[config.mk]
export PLATFORM = sky130hd
export DESIGN_NAME = bspline_curve_point_eval_unit
export DESIGN_NICKNAME = d
export VERILOG_FILES = /design/src/bspe_pkg.sv /design/src/bspe_div.sv /design/src/bspe_core.sv /design/src/bspline_curve_point_eval_unit.sv
export SDC_FILE = /design/constraint.sdc
export NUM_CORES = 2
export LEC_CHECK = 0
export BUFFER_PORTS_ARGS = -buffer_cell sky130_fd_sc_hd__buf_2
export CORE_MARGIN = 8
export CORE_UTILIZATION = 61
export CTS_CLUSTER_SIZE = 20
export DETAILED_ROUTE_END_ITERATION = 12
export PLACE_DENSITY = 0.78
export SETUP_SLACK_MARGIN = 0.02
export SYNTH_ARGS = -nofsm -noshare
export SYNTH_HDL_FRONTEND = slang
export SYNTH_SLANG_ARGS = --single-unit
[constraint.sdc]
create_clock -name aclk -period 28.7 [get_ports aclk]
set_clock_uncertainty 0.05 [all_clocks]
set_input_delay 4.305 -clock aclk [delete_from_list [all_inputs] [get_ports aclk]]
set_output_delay 4.305 -clock aclk [all_outputs]
set_load 0.005 [all_outputs]
[src/bspe_pkg.sv]
// ----------------------------------------------------------------------------
// B-spline curve point evaluator: shared package
// Sizes, register indexes, sequencer states, the request and response
// structs between the top level and the core, and the knot vector function.
// ----------------------------------------------------------------------------
package bspe_pkg;

    // Table sizes
    localparam int MAX_POINTS = 16;
    localparam int MAX_ORDER  = 8;
    localparam int KNOT_LEN   = MAX_POINTS + MAX_ORDER + 1;
    localparam int KIDX_W     = $clog2(KNOT_LEN);
    localparam int KSUM_W     = KIDX_W + 1;
    localparam int PT_AW      = $clog2(MAX_POINTS);

    // Fixed-point formats
    localparam int FRAC_V = 17;               // v in units of 2^-17
    localparam int W_W    = 17;               // Q1.16 weight, up to 1.0
    localparam int VV_W   = 22;               // sample * span, below 2^21
    localparam int KV_W   = 5;                // knot value, 0 to 16
    localparam int SUM_W  = VV_W + 1;         // sum of two blend terms
    localparam int ACC_W  = 38;               // point * weight accumulator
    localparam int MA_W   = VV_W + 1;         // multiplier operand a
    localparam int MB_W   = W_W + 1;          // multiplier operand b
    localparam int MP_W   = MA_W + MB_W;      // multiplier product
    localparam int DIVQ_W = VV_W;             // divider quotient bits
    localparam int DIVD_W = KV_W;             // divider divisor bits

    localparam logic [W_W-1:0] W_ONE = 17'h1_0000;

    // Configuration register indexes
    localparam int CFG_AW = 1;
    localparam logic [CFG_AW-1:0] REG_SPLINE_ORDER = 1'b0;
    localparam logic [CFG_AW-1:0] REG_LAST_POINT   = 1'b1;

    // Sequencer states
    typedef enum logic [4:0] {
        ST_IDLE,
        ST_VMUL,
        ST_VSET,
        ST_INIT,
        ST_RD0,
        ST_RD1,
        ST_RD2,
        ST_TMUL,
        ST_TDIV,
        ST_TWAIT,
        ST_WR,
        ST_ARD,
        ST_AMX,
        ST_AAX,
        ST_AAY,
        ST_RND,
        ST_OUT
    } bspe_state_t;

    // Request from the top level to the core
    typedef struct packed {
        logic               wr;
        logic [3:0]         wr_index;
        logic signed [15:0] wr_x;
        logic signed [15:0] wr_y;
        logic               start;
        logic signed [17:0] sample;
        logic [3:0]         order;
        logic [3:0]         last_idx;
    } bspe_req_t;

    // Response from the core to the top level
    typedef struct packed {
        logic               idle;
        logic               done;
        logic signed [15:0] x;
        logic signed [15:0] y;
        logic               in_range;
    } bspe_rsp_t;

    // Open-uniform integer knot vector: order zeros, then 1, 2, ...,
    // then a flat top at the span count m.
    function automatic logic [KV_W-1:0] knot_val(
        input logic [KSUM_W-1:0] i,
        input logic [3:0]        ord,
        input logic [3:0]        n,
        input logic [KV_W-1:0]   m
    );
        logic [KSUM_W-1:0] d;
        d = i - KSUM_W'(ord) + KSUM_W'(1);
        if (i < KSUM_W'(ord)) begin
            return '0;
        end else if (i <= KSUM_W'(n)) begin
            return d[KV_W-1:0];
        end else begin
            return m;
        end
    endfunction

endpackage

[src/bspe_div.sv]
// ----------------------------------------------------------------------------
// Iterative restoring divider
// Divides an unsigned dividend by a small unsigned divisor, one quotient
// bit per cycle, and pulses done when the quotient is ready.
// ----------------------------------------------------------------------------
module bspe_div (
    input  logic                          aclk,
    input  logic                          aresetn,
    input  logic                          start,
    input  logic [bspe_pkg::DIVQ_W-1:0]   dividend,
    input  logic [bspe_pkg::DIVD_W-1:0]   divisor,
    output logic                          done,
    output logic [bspe_pkg::DIVQ_W-1:0]   quotient
);
    import bspe_pkg::*;

    localparam int CNT_W = $clog2(DIVQ_W);

    logic              busy_reg;
    logic              done_reg;
    logic [CNT_W-1:0]  cnt_reg;
    logic [DIVQ_W-1:0] q_reg;
    logic [DIVD_W-1:0] rem_reg;
    logic [DIVD_W-1:0] dv_reg;
    logic [DIVD_W:0]   trial;
    logic              fits;

    // One restoring step: bring down the next dividend bit.
    assign trial = {rem_reg, q_reg[DIVQ_W-1]};
    assign fits  = trial >= {1'b0, dv_reg};

    // Control
    always_ff @(posedge aclk) begin
        if (!aresetn) begin
            busy_reg <= 1'b0;
            done_reg <= 1'b0;
        end else begin
            done_reg <= 1'b0;
            if (start) begin
                busy_reg <= 1'b1;
            end else if (busy_reg && cnt_reg == CNT_W'(DIVQ_W - 1)) begin
                busy_reg <= 1'b0;
                done_reg <= 1'b1;
            end
        end
    end

    // Datapath
    always_ff @(posedge aclk) begin
        if (start) begin
            cnt_reg <= '0;
            q_reg   <= dividend;
            rem_reg <= '0;
            dv_reg  <= divisor;
        end else if (busy_reg) begin
            cnt_reg <= cnt_reg + CNT_W'(1);
            q_reg   <= {q_reg[DIVQ_W-2:0], fits};
            rem_reg <= fits ? DIVD_W'(trial - {1'b0, dv_reg}) : trial[DIVD_W-1:0];
        end
    end

    assign done     = done_reg;
    assign quotient = q_reg;

endmodule

[src/bspe_core.sv]
// ----------------------------------------------------------------------------
// B-spline evaluation core
// Control point tables, blend weight memory and a sequencer that runs the
// Cox-de Boor recursion and the weighted sum through one shared multiplier
// and one shared divider.
// ----------------------------------------------------------------------------
module bspe_core (
    input  logic                  aclk,
    input  logic                  aresetn,
    input  bspe_pkg::bspe_req_t   req,
    input  logic                  out_free,
    output bspe_pkg::bspe_rsp_t   rsp
);
    import bspe_pkg::*;

    bspe_state_t state_reg, state_next;

    // Tables and weight memory
    logic signed [15:0] tx_mem [MAX_POINTS];
    logic signed [15:0] ty_mem [MAX_POINTS];
    logic signed [15:0] tx_rd_reg, ty_rd_reg;
    logic [W_W-1:0]     w_mem [KNOT_LEN];
    logic [W_W-1:0]     w_rd_reg;
    logic               w_we;
    logic [W_W-1:0]     w_wdata;
    logic [KIDX_W-1:0]  w_raddr;

    // Sequencer and datapath registers
    logic signed [17:0]     s_reg;
    logic [VV_W-1:0]        vv_reg;
    logic [KIDX_W-1:0]      idx_reg;
    logic [3:0]             t_reg;
    logic                   term_reg;
    logic [W_W-1:0]         wa_reg, wb_reg;
    logic [SUM_W-1:0]       sum_reg;
    logic [KV_W-1:0]        dsel_reg;
    logic signed [MP_W-1:0] prod_reg;
    logic signed [ACC_W-1:0] acc_x_reg, acc_y_reg;
    logic signed [15:0]     last_x_reg, last_y_reg;
    logic                   ok_reg;

    // Combinational helpers
    logic [3:0]             ord, n;
    logic [KV_W-1:0]        m;
    logic                   ok;
    logic [KSUM_W-1:0]      lim;
    logic                   init_end, lvl_end, acc_end;
    logic [KSUM_W-1:0]      kl_i, kh_i;
    logic [KV_W-1:0]        kl_v, kh_v, d;
    logic signed [MA_W-1:0] vv_s, kl_s, kh_s, diff;
    logic                   init_hit;
    logic signed [MA_W-1:0] mul_a;
    logic signed [MB_W-1:0] mul_b;
    logic                   skip;
    logic [39:0]            rnd_num;
    logic                   div_start, div_done;
    logic [DIVQ_W-1:0]      div_q;

    function automatic logic signed [15:0] round_sat(input logic signed [ACC_W-1:0] a);
        logic signed [ACC_W-1:0] b;
        b = (a + 38'sd32768) >>> 16;
        if (b > 38'sd32767) begin
            return 16'sh7fff;
        end else if (b < -38'sd32768) begin
            return -16'sh8000;
        end else begin
            return b[15:0];
        end
    endfunction

    assign ord = req.order;
    assign n   = req.last_idx;
    assign m   = {1'b0, n} + 5'd2 - {1'b0, ord};

    // Evaluation is possible only for a positive sample and a usable setup.
    assign ok = (req.sample > 18'sd0) && (ord != 4'd0) && (32'(ord) <= MAX_ORDER)
                && ({1'b0, n} + 5'd2 > {1'b0, ord}) && (32'(n) < MAX_POINTS);

    // Loop bounds
    assign lim      = KSUM_W'(n) + KSUM_W'(ord);
    assign init_end = {1'b0, idx_reg} == lim - KSUM_W'(1);
    assign lvl_end  = {1'b0, idx_reg} == lim - KSUM_W'(t_reg);
    assign acc_end  = idx_reg == KIDX_W'(n);

    // Knots of the current term: the first term uses u_k and u_(k+t-1),
    // the second u_(k+1) and u_(k+t).
    assign kl_i = KSUM_W'(idx_reg) + KSUM_W'(term_reg);
    assign kh_i = KSUM_W'(idx_reg) + KSUM_W'(t_reg) - KSUM_W'(1) + KSUM_W'(term_reg);
    assign kl_v = knot_val(kl_i, ord, n, m);
    assign kh_v = knot_val(kh_i, ord, n, m);
    assign d    = kh_v - kl_v;

    assign vv_s = $signed({1'b0, vv_reg});
    assign kl_s = $signed({1'b0, kl_v, 17'b0});
    assign kh_s = $signed({1'b0, kh_v, 17'b0});
    assign diff = term_reg ? (kh_s - vv_s) : (vv_s - kl_s);

    // First-level weight: one where v lies in the knot span.
    assign init_hit = ({kl_v, 17'b0} <= vv_reg) && (vv_reg < {kh_v, 17'b0});

    // A zero span or a non-positive numerator gives a zero term.
    assign skip    = (dsel_reg == '0) || (prod_reg <= 41'sd0);
    assign rnd_num = prod_reg[39:0] + {19'b0, dsel_reg, 16'b0};

    // Next state
    always_comb begin
        state_next = state_reg;
        case (state_reg)
            ST_IDLE:  if (req.start) state_next = ok ? ST_VMUL : ST_OUT;
            ST_VMUL:  state_next = ST_VSET;
            ST_VSET:  state_next = ST_INIT;
            ST_INIT: begin
                if (init_end) state_next = (ord == 4'd1) ? ST_ARD : ST_RD0;
            end
            ST_RD0:   state_next = ST_RD1;
            ST_RD1:   state_next = ST_RD2;
            ST_RD2:   state_next = ST_TMUL;
            ST_TMUL:  state_next = ST_TDIV;
            ST_TDIV: begin
                if (skip) state_next = term_reg ? ST_WR : ST_TMUL;
                else      state_next = ST_TWAIT;
            end
            ST_TWAIT: if (div_done) state_next = term_reg ? ST_WR : ST_TMUL;
            ST_WR:    state_next = (lvl_end && t_reg == ord) ? ST_ARD : ST_RD0;
            ST_ARD:   state_next = ST_AMX;
            ST_AMX:   state_next = ST_AAX;
            ST_AAX:   state_next = ST_AAY;
            ST_AAY:   state_next = acc_end ? ST_RND : ST_ARD;
            ST_RND:   state_next = ST_OUT;
            ST_OUT:   if (out_free) state_next = ST_IDLE;
            default:  state_next = ST_IDLE;
        endcase
    end

    // Outputs of the sequencer
    always_comb begin
        w_we      = 1'b0;
        w_wdata   = '0;
        w_raddr   = idx_reg + KIDX_W'(1);
        mul_a     = '0;
        mul_b     = '0;
        div_start = 1'b0;
        case (state_reg)
            ST_VMUL: begin
                mul_a = MA_W'(s_reg);
                mul_b = $signed(MB_W'(m));
            end
            ST_INIT: begin
                w_we    = 1'b1;
                w_wdata = init_hit ? W_ONE : '0;
            end
            ST_RD0:  w_raddr = idx_reg;
            ST_TMUL: begin
                mul_a = diff;
                mul_b = $signed({1'b0, term_reg ? wb_reg : wa_reg});
            end
            ST_TDIV: div_start = !skip;
            ST_WR: begin
                w_we    = 1'b1;
                w_wdata = (sum_reg > SUM_W'(W_ONE)) ? W_ONE : sum_reg[W_W-1:0];
            end
            ST_ARD, ST_AAY, ST_RND: w_raddr = idx_reg;
            ST_AMX: begin
                w_raddr = idx_reg;
                mul_a   = MA_W'(tx_rd_reg);
                mul_b   = $signed({1'b0, w_rd_reg});
            end
            ST_AAX: begin
                w_raddr = idx_reg;
                mul_a   = MA_W'(ty_rd_reg);
                mul_b   = $signed({1'b0, w_rd_reg});
            end
            default: ;
        endcase
    end

    // State and reset-cleared registers
    always_ff @(posedge aclk) begin
        if (!aresetn) begin
            state_reg  <= ST_IDLE;
            last_x_reg <= '0;
            last_y_reg <= '0;
        end else begin
            state_reg <= state_next;
            if (state_reg == ST_RND) begin
                last_x_reg <= round_sat(acc_x_reg);
                last_y_reg <= round_sat(acc_y_reg);
            end
        end
    end

    // Control point tables, written by requests and read by the sequencer
    always_ff @(posedge aclk) begin
        if (req.wr && 32'(req.wr_index) < MAX_POINTS) begin
            tx_mem[req.wr_index[PT_AW-1:0]] <= req.wr_x;
            ty_mem[req.wr_index[PT_AW-1:0]] <= req.wr_y;
        end
        tx_rd_reg <= tx_mem[idx_reg[PT_AW-1:0]];
        ty_rd_reg <= ty_mem[idx_reg[PT_AW-1:0]];
    end

    // Blend weight memory
    always_ff @(posedge aclk) begin
        if (w_we) begin
            w_mem[idx_reg] <= w_wdata;
        end
        w_rd_reg <= w_mem[w_raddr];
    end

    // Shared multiplier, product registered
    always_ff @(posedge aclk) begin
        prod_reg <= mul_a * mul_b;
    end

    // Datapath registers
    always_ff @(posedge aclk) begin
        case (state_reg)
            ST_IDLE: begin
                if (req.start) begin
                    s_reg    <= req.sample;
                    ok_reg   <= ok;
                    idx_reg  <= '0;
                    t_reg    <= 4'd2;
                    term_reg <= 1'b0;
                end
            end
            ST_VSET: vv_reg <= prod_reg[VV_W-1:0];
            ST_INIT: begin
                idx_reg   <= init_end ? '0 : idx_reg + KIDX_W'(1);
                acc_x_reg <= '0;
                acc_y_reg <= '0;
            end
            ST_RD1: wa_reg <= w_rd_reg;
            ST_RD2: begin
                wb_reg  <= w_rd_reg;
                sum_reg <= '0;
            end
            ST_TMUL: dsel_reg <= d;
            ST_TDIV: if (skip) term_reg <= ~term_reg;
            ST_TWAIT: begin
                if (div_done) begin
                    sum_reg  <= sum_reg + SUM_W'(div_q);
                    term_reg <= ~term_reg;
                end
            end
            ST_WR: begin
                term_reg <= 1'b0;
                if (lvl_end) begin
                    idx_reg <= '0;
                    t_reg   <= t_reg + 4'd1;
                end else begin
                    idx_reg <= idx_reg + KIDX_W'(1);
                end
            end
            ST_AAX: acc_x_reg <= acc_x_reg + ACC_W'(prod_reg);
            ST_AAY: begin
                acc_y_reg <= acc_y_reg + ACC_W'(prod_reg);
                idx_reg   <= idx_reg + KIDX_W'(1);
            end
            default: ;
        endcase
    end

    // Shared divider: round_half_up(num / (d * 2^17)) taken as
    // floor(floor((num + d * 2^16) / 2^17) / d).
    bspe_div u_div (
        .aclk     (aclk),
        .aresetn  (aresetn),
        .start    (div_start),
        .dividend (rnd_num[38:17]),
        .divisor  (dsel_reg),
        .done     (div_done),
        .quotient (div_q)
    );

    assign rsp.idle     = state_reg == ST_IDLE;
    assign rsp.done     = (state_reg == ST_OUT) && out_free;
    assign rsp.x        = last_x_reg;
    assign rsp.y        = last_y_reg;
    assign rsp.in_range = ok_reg;

endmodule

[src/bspline_curve_point_eval_unit.sv]
// ----------------------------------------------------------------------------
// B-spline curve point evaluator, top level
// Stream ports, configuration registers and the result register around the
// evaluation core.
//
//   Channel   Direction  Content
//   s_        in         point write (tuser 0) or evaluate request (tuser 1)
//   m_        out        curve point, one per evaluate request
//   cfg_      in         register write: spline order, last point index
//
// A point write leaves the block ready.
// An evaluate request is dominated by the waits on the shared divider
// during the weight updates.
// An out-of-range request skips the evaluation and answers with the last point.
// Reset is synchronous and clears the sequencer, result valid and last point.
// A result waits in the output register; a new evaluate may finish only
// after it has been taken.
// ----------------------------------------------------------------------------
module bspline_curve_point_eval_unit (
    input  logic                          aclk,
    input  logic                          aresetn,
    // point_index, point_x, point_y, sample from bit 0 up, two pad bits
    input  logic [55:0]                   s_tdata,
    // cmd
    input  logic                          s_tuser,
    input  logic                          s_tvalid,
    output logic                          s_tready,
    // out_x, out_y from bit 0 up
    output logic [31:0]                   m_tdata,
    // in_range
    output logic                          m_tuser,
    output logic                          m_tvalid,
    input  logic                          m_tready,
    input  logic                          cfg_wr_en,
    input  logic [bspe_pkg::CFG_AW-1:0]   cfg_addr,
    input  logic [3:0]                    cfg_wdata
);
    import bspe_pkg::*;

    logic [3:0]  order_reg;
    logic [3:0]  last_idx_reg;
    logic        m_tvalid_reg;
    logic [31:0] m_tdata_reg;
    logic        m_tuser_reg;
    logic        s_fire;
    logic        out_free;
    bspe_req_t   req;
    bspe_rsp_t   rsp;

    // Configuration registers
    always_ff @(posedge aclk) begin
        if (!aresetn) begin
            order_reg    <= 4'd3;
            last_idx_reg <= 4'd3;
        end else if (cfg_wr_en) begin
            case (cfg_addr)
                REG_SPLINE_ORDER: order_reg    <= cfg_wdata;
                REG_LAST_POINT:   last_idx_reg <= cfg_wdata;
                default: ;
            endcase
        end
    end

    // Input request unpacking
    assign s_tready = rsp.idle;
    assign s_fire   = s_tvalid && s_tready;

    assign req.wr       = s_fire && !s_tuser;
    assign req.wr_index = s_tdata[3:0];
    assign req.wr_x     = s_tdata[19:4];
    assign req.wr_y     = s_tdata[35:20];
    assign req.start    = s_fire && s_tuser;
    assign req.sample   = s_tdata[53:36];
    assign req.order    = order_reg;
    assign req.last_idx = last_idx_reg;

    bspe_core u_core (
        .aclk     (aclk),
        .aresetn  (aresetn),
        .req      (req),
        .out_free (out_free),
        .rsp      (rsp)
    );

    // Output register
    assign out_free = !m_tvalid_reg || m_tready;

    always_ff @(posedge aclk) begin
        if (!aresetn) begin
            m_tvalid_reg <= 1'b0;
        end else if (rsp.done) begin
            m_tvalid_reg <= 1'b1;
        end else if (m_tready) begin
            m_tvalid_reg <= 1'b0;
        end
    end

    always_ff @(posedge aclk) begin
        if (rsp.done) begin
            m_tdata_reg <= {rsp.y, rsp.x};
            m_tuser_reg <= rsp.in_range;
        end
    end

    assign m_tvalid = m_tvalid_reg;
    assign m_tdata  = m_tdata_reg;
    assign m_tuser  = m_tuser_reg;

endmodule

# [Word-level counts from Yosys, hierarchy flattened]
# Memory sizes are Yosys's and may differ from the RTL's. A register that Yosys moved wholly into a read port is not among the register bits.
# Index checks and enable logic that the tools add are counted.
[classes] n_addsub=26 n_mul=1 n_div=0 magnitude_cmp=16 eq_ne=28 shift=0 muxes=56 n_bitwise=3 reduce_logical=39
[op_table] op="38-bit one-hot mux with 2 select lines" count=2
[op_table] op="23-bit one-hot mux with 4 select lines" count=1
[op_table] op="5-bit one-hot mux with 17 select lines" count=1
[op_table] op="38-bit by 17-bit adder with 38-bit output, second input constant" count=2
[op_table] op="38-bit adder" count=2
[op_table] op="5-bit two-way mux" count=15
[op_table] op="16-bit two-way mux" count=4
[op_table] op="17-bit two-way mux" count=3
[op_table] op="17-bit one-hot mux with 3 select lines" count=1
[op_table] op="23-bit two-way mux" count=2
[op_table] op="23-bit one-hot mux with 2 select lines" count=1
[op_table] op="22-bit by 22-bit subtractor with 23-bit output" count=2
[op_table] op="22-bit by 16-bit greater-than comparator with 1-bit output, second input constant" count=2
[op_table] op="22-bit by 16-bit less-than comparator with 1-bit output, second input constant" count=2
[op_table] op="22-bit two-way mux" count=2
[op_table] op="41-bit by 1-bit <= comparator with 1-bit output, second input constant" count=1
[op_table] op="23-bit by 18-bit multiplier with 41-bit output" count=1
[op_table] op="5-bit by 4-bit equality test with 1-bit output, second input constant" count=8
[op_table] op="39-bit by 21-bit adder with 39-bit output" count=1
[op_table] op="17-bit one-hot mux with 2 select lines" count=1
[op_table] op="23-bit by 22-bit adder with 23-bit output" count=1
[op_table] op="23-bit by 17-bit greater-than comparator with 1-bit output, second input constant" count=1
[op_table] op="22-bit <= comparator" count=1
[op_table] op="22-bit less-than comparator" count=1
[op_table] op="other kinds (45)" count=111
[totals] ff_bits=348 latchBits=0 ram_bits=937 rom_bits=0 in_bits=67 word_cells=199 mem_count=3
[mem_list] name="u_core.w_mem" depth=25 word_bits=17 read_ports=1 rd_clocked_by_memory_dff=1 write_ports=1 line="bspe_core.sv:22" text="logic [W_W-1:0] w_mem [KNOT_LEN];"
[mem_list] name="u_core.tx_mem" depth=16 word_bits=16 read_ports=1 rd_clocked_by_memory_dff=1 write_ports=1 line="bspe_core.sv:19" text="logic signed [15:0] tx_mem [MAX_POINTS];"
[mem_list] name="u_core.ty_mem" depth=16 word_bits=16 read_ports=1 rd_clocked_by_memory_dff=1 write_ports=1 line="bspe_core.sv:20" text="logic signed [15:0] ty_mem [MAX_POINTS];"

# [Depth between registers and ports, before layout]
[depth] word_depth=11 depth_mapped=49

# [By module]
# From an unflattened synthesis, not the netlist that was laid out.
[hier_totals] hier_cells=5269 hier_area_um2=72310.6
[modules_own_cells] mod="bspe_core" instances=1 cells_per_inst=5059 area_per_inst_um2=69113.8 seq_area_each_um2=36354.9
[modules_own_cells] mod="bspe_div" instances=1 cells_per_inst=136 area_per_inst_um2=1813.0 seq_area_each_um2=1051.0
[modules_own_cells] mod="bspline_curve_point_eval_unit" instances=1 cells_per_inst=74 area_per_inst_um2=1383.8 seq_area_each_um2=1171.1

# [Worst setup path after synthesis]
# No wires, ideal clock.
[synth_timing] kind="register to register" startpoint="reg u_core.idx_reg[0]" endpoint="reg u_core.prod_reg[39]" arrival_time_ns=10.067 required_ns=28.535 slack_ns=18.468 path_stages_with_launch=49 path_cell_list="edfxtp_1 buf_2 inv_1 ha_1 inv_1 ha_1 inv_1 fa_1 inv_1 ha_1 nor2b_1 o21ai_0 nand2b_1 a21oi_1 a41o_1 o21ai_1 nor2_1 a21oi_1 (+13 left out) fa_1 fa_1 inv_1 fa_1 inv_1 fa_1 inv_1 ha_1 buf_2 a21o_1 a21o_1 a21oi_1 o21ai_1 a21o_1 or3b_1 o221ai_1 mux2i_1 a2111oi_0"
[synth_between] elab_chain_len=11 word_cells_on_any_way=21 classes_between="10 x add/sub; 1 x mul; 4 x order compare; 6 x mux"
[synth_rtl] element="start, declared" line="bspe_core.sv:31" text="logic [KIDX_W-1:0] idx_reg;"
[synth_rtl] element="start signal, assigned" line="bspe_core.sv:229" text="idx_reg <= init_end ? '0 : idx_reg + KIDX_W'(1);"
[synth_rtl] element="start signal, assigned" line="bspe_core.sv:252" text="idx_reg <= idx_reg + KIDX_W'(1);"
[synth_rtl] element="start signal, assigned" line="bspe_core.sv:258" text="idx_reg <= idx_reg + KIDX_W'(1);"
[synth_rtl] element="5-bit by 4-bit adder with 6-bit output" line="bspe_core.sv:88" text="assign kh_i = KSUM_W'(idx_reg) + KSUM_W'(t_reg) - KSUM_W'(1) + KSUM_W'(term_reg);"
[synth_rtl] element="6-bit by 1-bit subtractor with 6-bit output" line="bspe_core.sv:88"
[synth_rtl] element="6-bit by 1-bit adder with 6-bit output" line="bspe_core.sv:88"
[synth_rtl] element="5-bit by 4-bit subtractor with 5-bit output" line="bspe_pkg.sv:87" text="d = i - KSUM_W'(ord) + KSUM_W'(1);"
[synth_rtl] element="5-bit by 1-bit adder with 5-bit output" line="bspe_pkg.sv:87"
[synth_rtl] element="5-bit two-way mux" line="bspe_pkg.sv:90" text="end else if (i <= KSUM_W'(n)) begin"
[synth_rtl] element="5-bit two-way mux" line="bspe_pkg.sv:88" text="if (i < KSUM_W'(ord)) begin"
[synth_rtl] element="22-bit by 22-bit subtractor with 23-bit output" line="bspe_core.sv:96" text="assign diff = term_reg ? (kh_s - vv_s) : (vv_s - kl_s);"
[synth_rtl] element="23-bit two-way mux *" line="bspe_core.sv:96"
[synth_rtl] element="23-bit one-hot mux with 4 select lines *" line="bspe_core.sv:143" text="case (state_reg)"
[synth_rtl] element="23-bit by 18-bit multiplier with 41-bit output *" line="bspe_core.sv:212" text="prod_reg <= mul_a * mul_b;"
[synth_rtl] element="end signal, assigned" line="bspe_core.sv:212"
[synth_rtl] element="end, declared" line="bspe_core.sv:37" text="logic signed [MP_W-1:0] prod_reg;"
# Mark *: on every way between the ends. The rest lies on a longest branch, timed or not.
# A chain may end at the register's enable or synchronous reset.

# [Worst setup path in the final report]
# Ends and elaborated chain as after synthesis.

==> run_results.csv <==
group,metric,value,unit
grt,grt_pass1_vias,48800,
logic_synthesis,yosysWarnings,0,
clock_network,postCtsResizedCells,0,
routing,drt_pass1_iterations,6,
run,max_cap_viol_count,0,
place,routabilityCongestion,0.939,
cells_and_area,fillers,8357,
timing,fin_crit,12.89,ns
worst_setup_path,cp-end-kind,"flop",
cells_and_area,layout_commonest_cell,"edfxtp_1",
routing,ant_nets,0,
worst_setup_path,cpMaxStageDelayCell,"o21ai_2",
logic_synthesis,synth_top_family_by_area,"adder cells",
logic_synthesis,synthAdderAreaFrac,15.8,%
worst_setup_path,critPathLaunchType,"flop",
cells_and_area,seq_area,0.0386,mm2
clock_network,tritoncts,"yes",
logic_synthesis,async_flop_share,0,%
cells_and_area,largest_reg_flops,425,
worst_setup_path,timing.critical_path.to,"u_core.prod_reg[39]",
logic_synthesis,syn_area_per_cell,12.5,um2
routing,drc,0,
worst_setup_path,worst-path-stages,43,
die,dieHeight,362,um
cells_and_area,final_util,67.1,%
worst_setup_path,reg2reg_depth,43,
logic_synthesis,synth_area,0.0730,mm2
cells_and_area,finalNonFillerCells,7668,
die,core-area,0.119,mm2
timing,fmax,77.6,MHz
clock_network,clkTransAtPathRegs,0.06,ns
place,hpwlAfterDp,125,mm
logic_synthesis,synth_cells,5818,
power,power.leakage,31.5,nW
worst_setup_path,crit_family,"adder cells",
logic_synthesis,yosysSeqAreaShare,52.9,%
logic_synthesis,syn_nets,6568,
routing,vias,48400,
outcome,status,"completed",
grt,overflow,0,
power,total_power,4.46,mW
worst_setup_path,ff2ff_setup_slack,15.81,ns
timing,setup_violations,0,
worst_hold_path,holdCritPathClass,"reg2reg",
clock_network,root_buffer,"clkbuf_16",
logic_synthesis,synth_ff_type,"edfxtp_1",
timing,post-route-period-util,44.9,%
timing,rsz0062_at_grt,"false",
worst_setup_path,r2r-end,"u_core.prod_reg[39]",
logic_synthesis,synthMuxAreaShare,6.29,%
cells_and_area,syn2layout_area_growth,9.83,%
logic_synthesis,synth_compound_area_share,8.12,%
worst_setup_path,criticalPathCategory,"reg2reg",
cells_and_area,multiInputGateArea,0.0317,mm2
routing,wl,188,mm
routing,routed_via_density,6.31,
clock_network,post_cts_buffers,0,
clock_network,insertion_delay,0.77,ns
cells_and_area,final_nets,6692,
worst_setup_path,critPathBufInv,8,
routing,wl_per_cell,24.5,um
die,ios,102,
die,dieArea,0.131,mm2
cells_and_area,final_area,0.0801,mm2
logic_synthesis,synth-seq-cells,1334,
clock_network,cts_sinks,1334,
grt,grt_pass1_wl,287,mm
timing,whs,0.377,ns
worst_hold_path,hold_depth,0,
worst_setup_path,critPathMaxFanout,42,
grt,antenna_found_initial,17,
place,placed_cell_area,0.0757,mm2
timing,hold_viol,0,
cells_and_area,regMostFlops,"u_core.w_mem",
clock_network,cts-hold-fix-buffers,0,
cells_and_area,layout-drive-gt1-share,10.4,%
power,ir_drop,0.0000605,V
logic_synthesis,synth-simple-area-share,10.0,%
logic_synthesis,synth_edf_count,1186,
routing,drt-initial-drc-count,5122,
clock_network,h-tree-depth,4,
power,p_per_area,55.6,mW/mm2
logic_synthesis,synth-xor-area-share,2.75,%
worst_setup_path,required,29.26,ns
timing,slew_headroom,12.3,%
timing,fin_tns_setup,0,ns
die,chipWidth,362,um
worst_setup_path,rr_startpoint,"u_core.idx_reg[0]",
timing,worst_pin_slew,1.32,ns
worst_setup_path,critPathArrivalTime,13.46,ns
die,start_util,61.1,%
die,rows,127,
clock_network,clock_path_buffers,3,
logic_synthesis,synth.distinct_cells,94,
timing,fin_ws,15.81,ns
grt,grt_max_degree,67,
worst_setup_path,startpoint,"u_core.idx_reg[0]",
place,pre_cts_slack,16.08,ns
worst_setup_path,slowest_delay,0.79,ns
grt,grt.total_usage,28.5,%
place,portBuffers,99,
clock_network,numCtsBuffers,138,
cells_and_area,mostFrequentLayoutCells,"edfxtp_1, nand2_1, inv_1",
place,dp.cells,7414,
timing,drv_slew,0,
==> final cells by class <==
class,instances,share of cell area [%]
diodes,9,0.0281
clock buffers,174,4.58
clock inverters,71,0.926
inverters,554,2.60
multi-input cells,3702,39.5
flip-flops and latches,1334,48.1
well taps,1612,2.52
repair buffers,212,1.68
==> layer usage <==
| metal | vias up | GRT usage [%] | routed length, um |
|---|---|---|---|
| met1 | 24200 | 37.5 | 71100 |
| met4 | 8 | 12.9 | 8710 |
| met5 | - | 0 | 51 |
| met2 | 2607 | 46.1 | 89300 |
| li1 | 21100 | - | - |
| met3 | 493 | 5.67 | 18600 |
==> cells by family (layout without fill, tap and decap cells) <==
group	Yosys count	after routing
xor+xnor	228	228
flops	1334	1334
compound gates	862	862
mux	312	312
fa+ha+maj	683	683
other cells	0	9
buf+inv	782	1011
simple gates	1617	1617
==> synth_stat cells (30+ instances only) <==
cell      count  area share [%]
nor2b_1      37            0.32
nand4_1      51            0.44
xor2_1      100             1.2
buf_1        38            0.20
nor2_1      466             2.4
a22oi_1      32            0.33
clkbuf_1    159            0.82
and2_1       43            0.37
a21oi_1     173             1.2
fa_1        401              11
edfxtp_1   1186              49
o21a_1       34            0.35
o21ai_1      31            0.21
nand3_1     155             1.1
o21ai_0     164             1.1
a221oi_1     78            0.94
and3_1       34            0.29
mux4_2      116             3.6
inv_1       551             2.8
dfxtp_1     148             4.1
xnor2_1     127             1.5
a21o_1       78            0.80
nand2b_1     50            0.43
nor3_1       63            0.43
mux2i_1     182             2.5
o211ai_1     37            0.38
nand2_1     585             3.0
buf_2        30            0.21
ha_1        282             4.8
==> how the worst min path moves through the flow <==
stage                               from    endpoint
floorplan                  u_core.ok_reg     m_tuser
global placement    u_core.last_x_reg[7]  m_tdata[7]
detailed placement  u_core.last_x_reg[9]  m_tdata[9]
CTS                 u_core.last_x_reg[9]  m_tdata[9]
global route        u_core.last_x_reg[9]  m_tdata[9]
finish              u_core.last_x_reg[9]  m_tdata[9]
==> power breakdown <==
part           internal [mW]  leakage [nW]  switching, mW  total (mW)
Sequential              2.14          12.8         0.0252        2.17
Clock                  0.982          2.14          0.767        1.75
Combinational          0.197          16.6          0.344       0.542
Total                   3.32          31.5           1.14        4.46
Power figures use the tool's default switching activity.
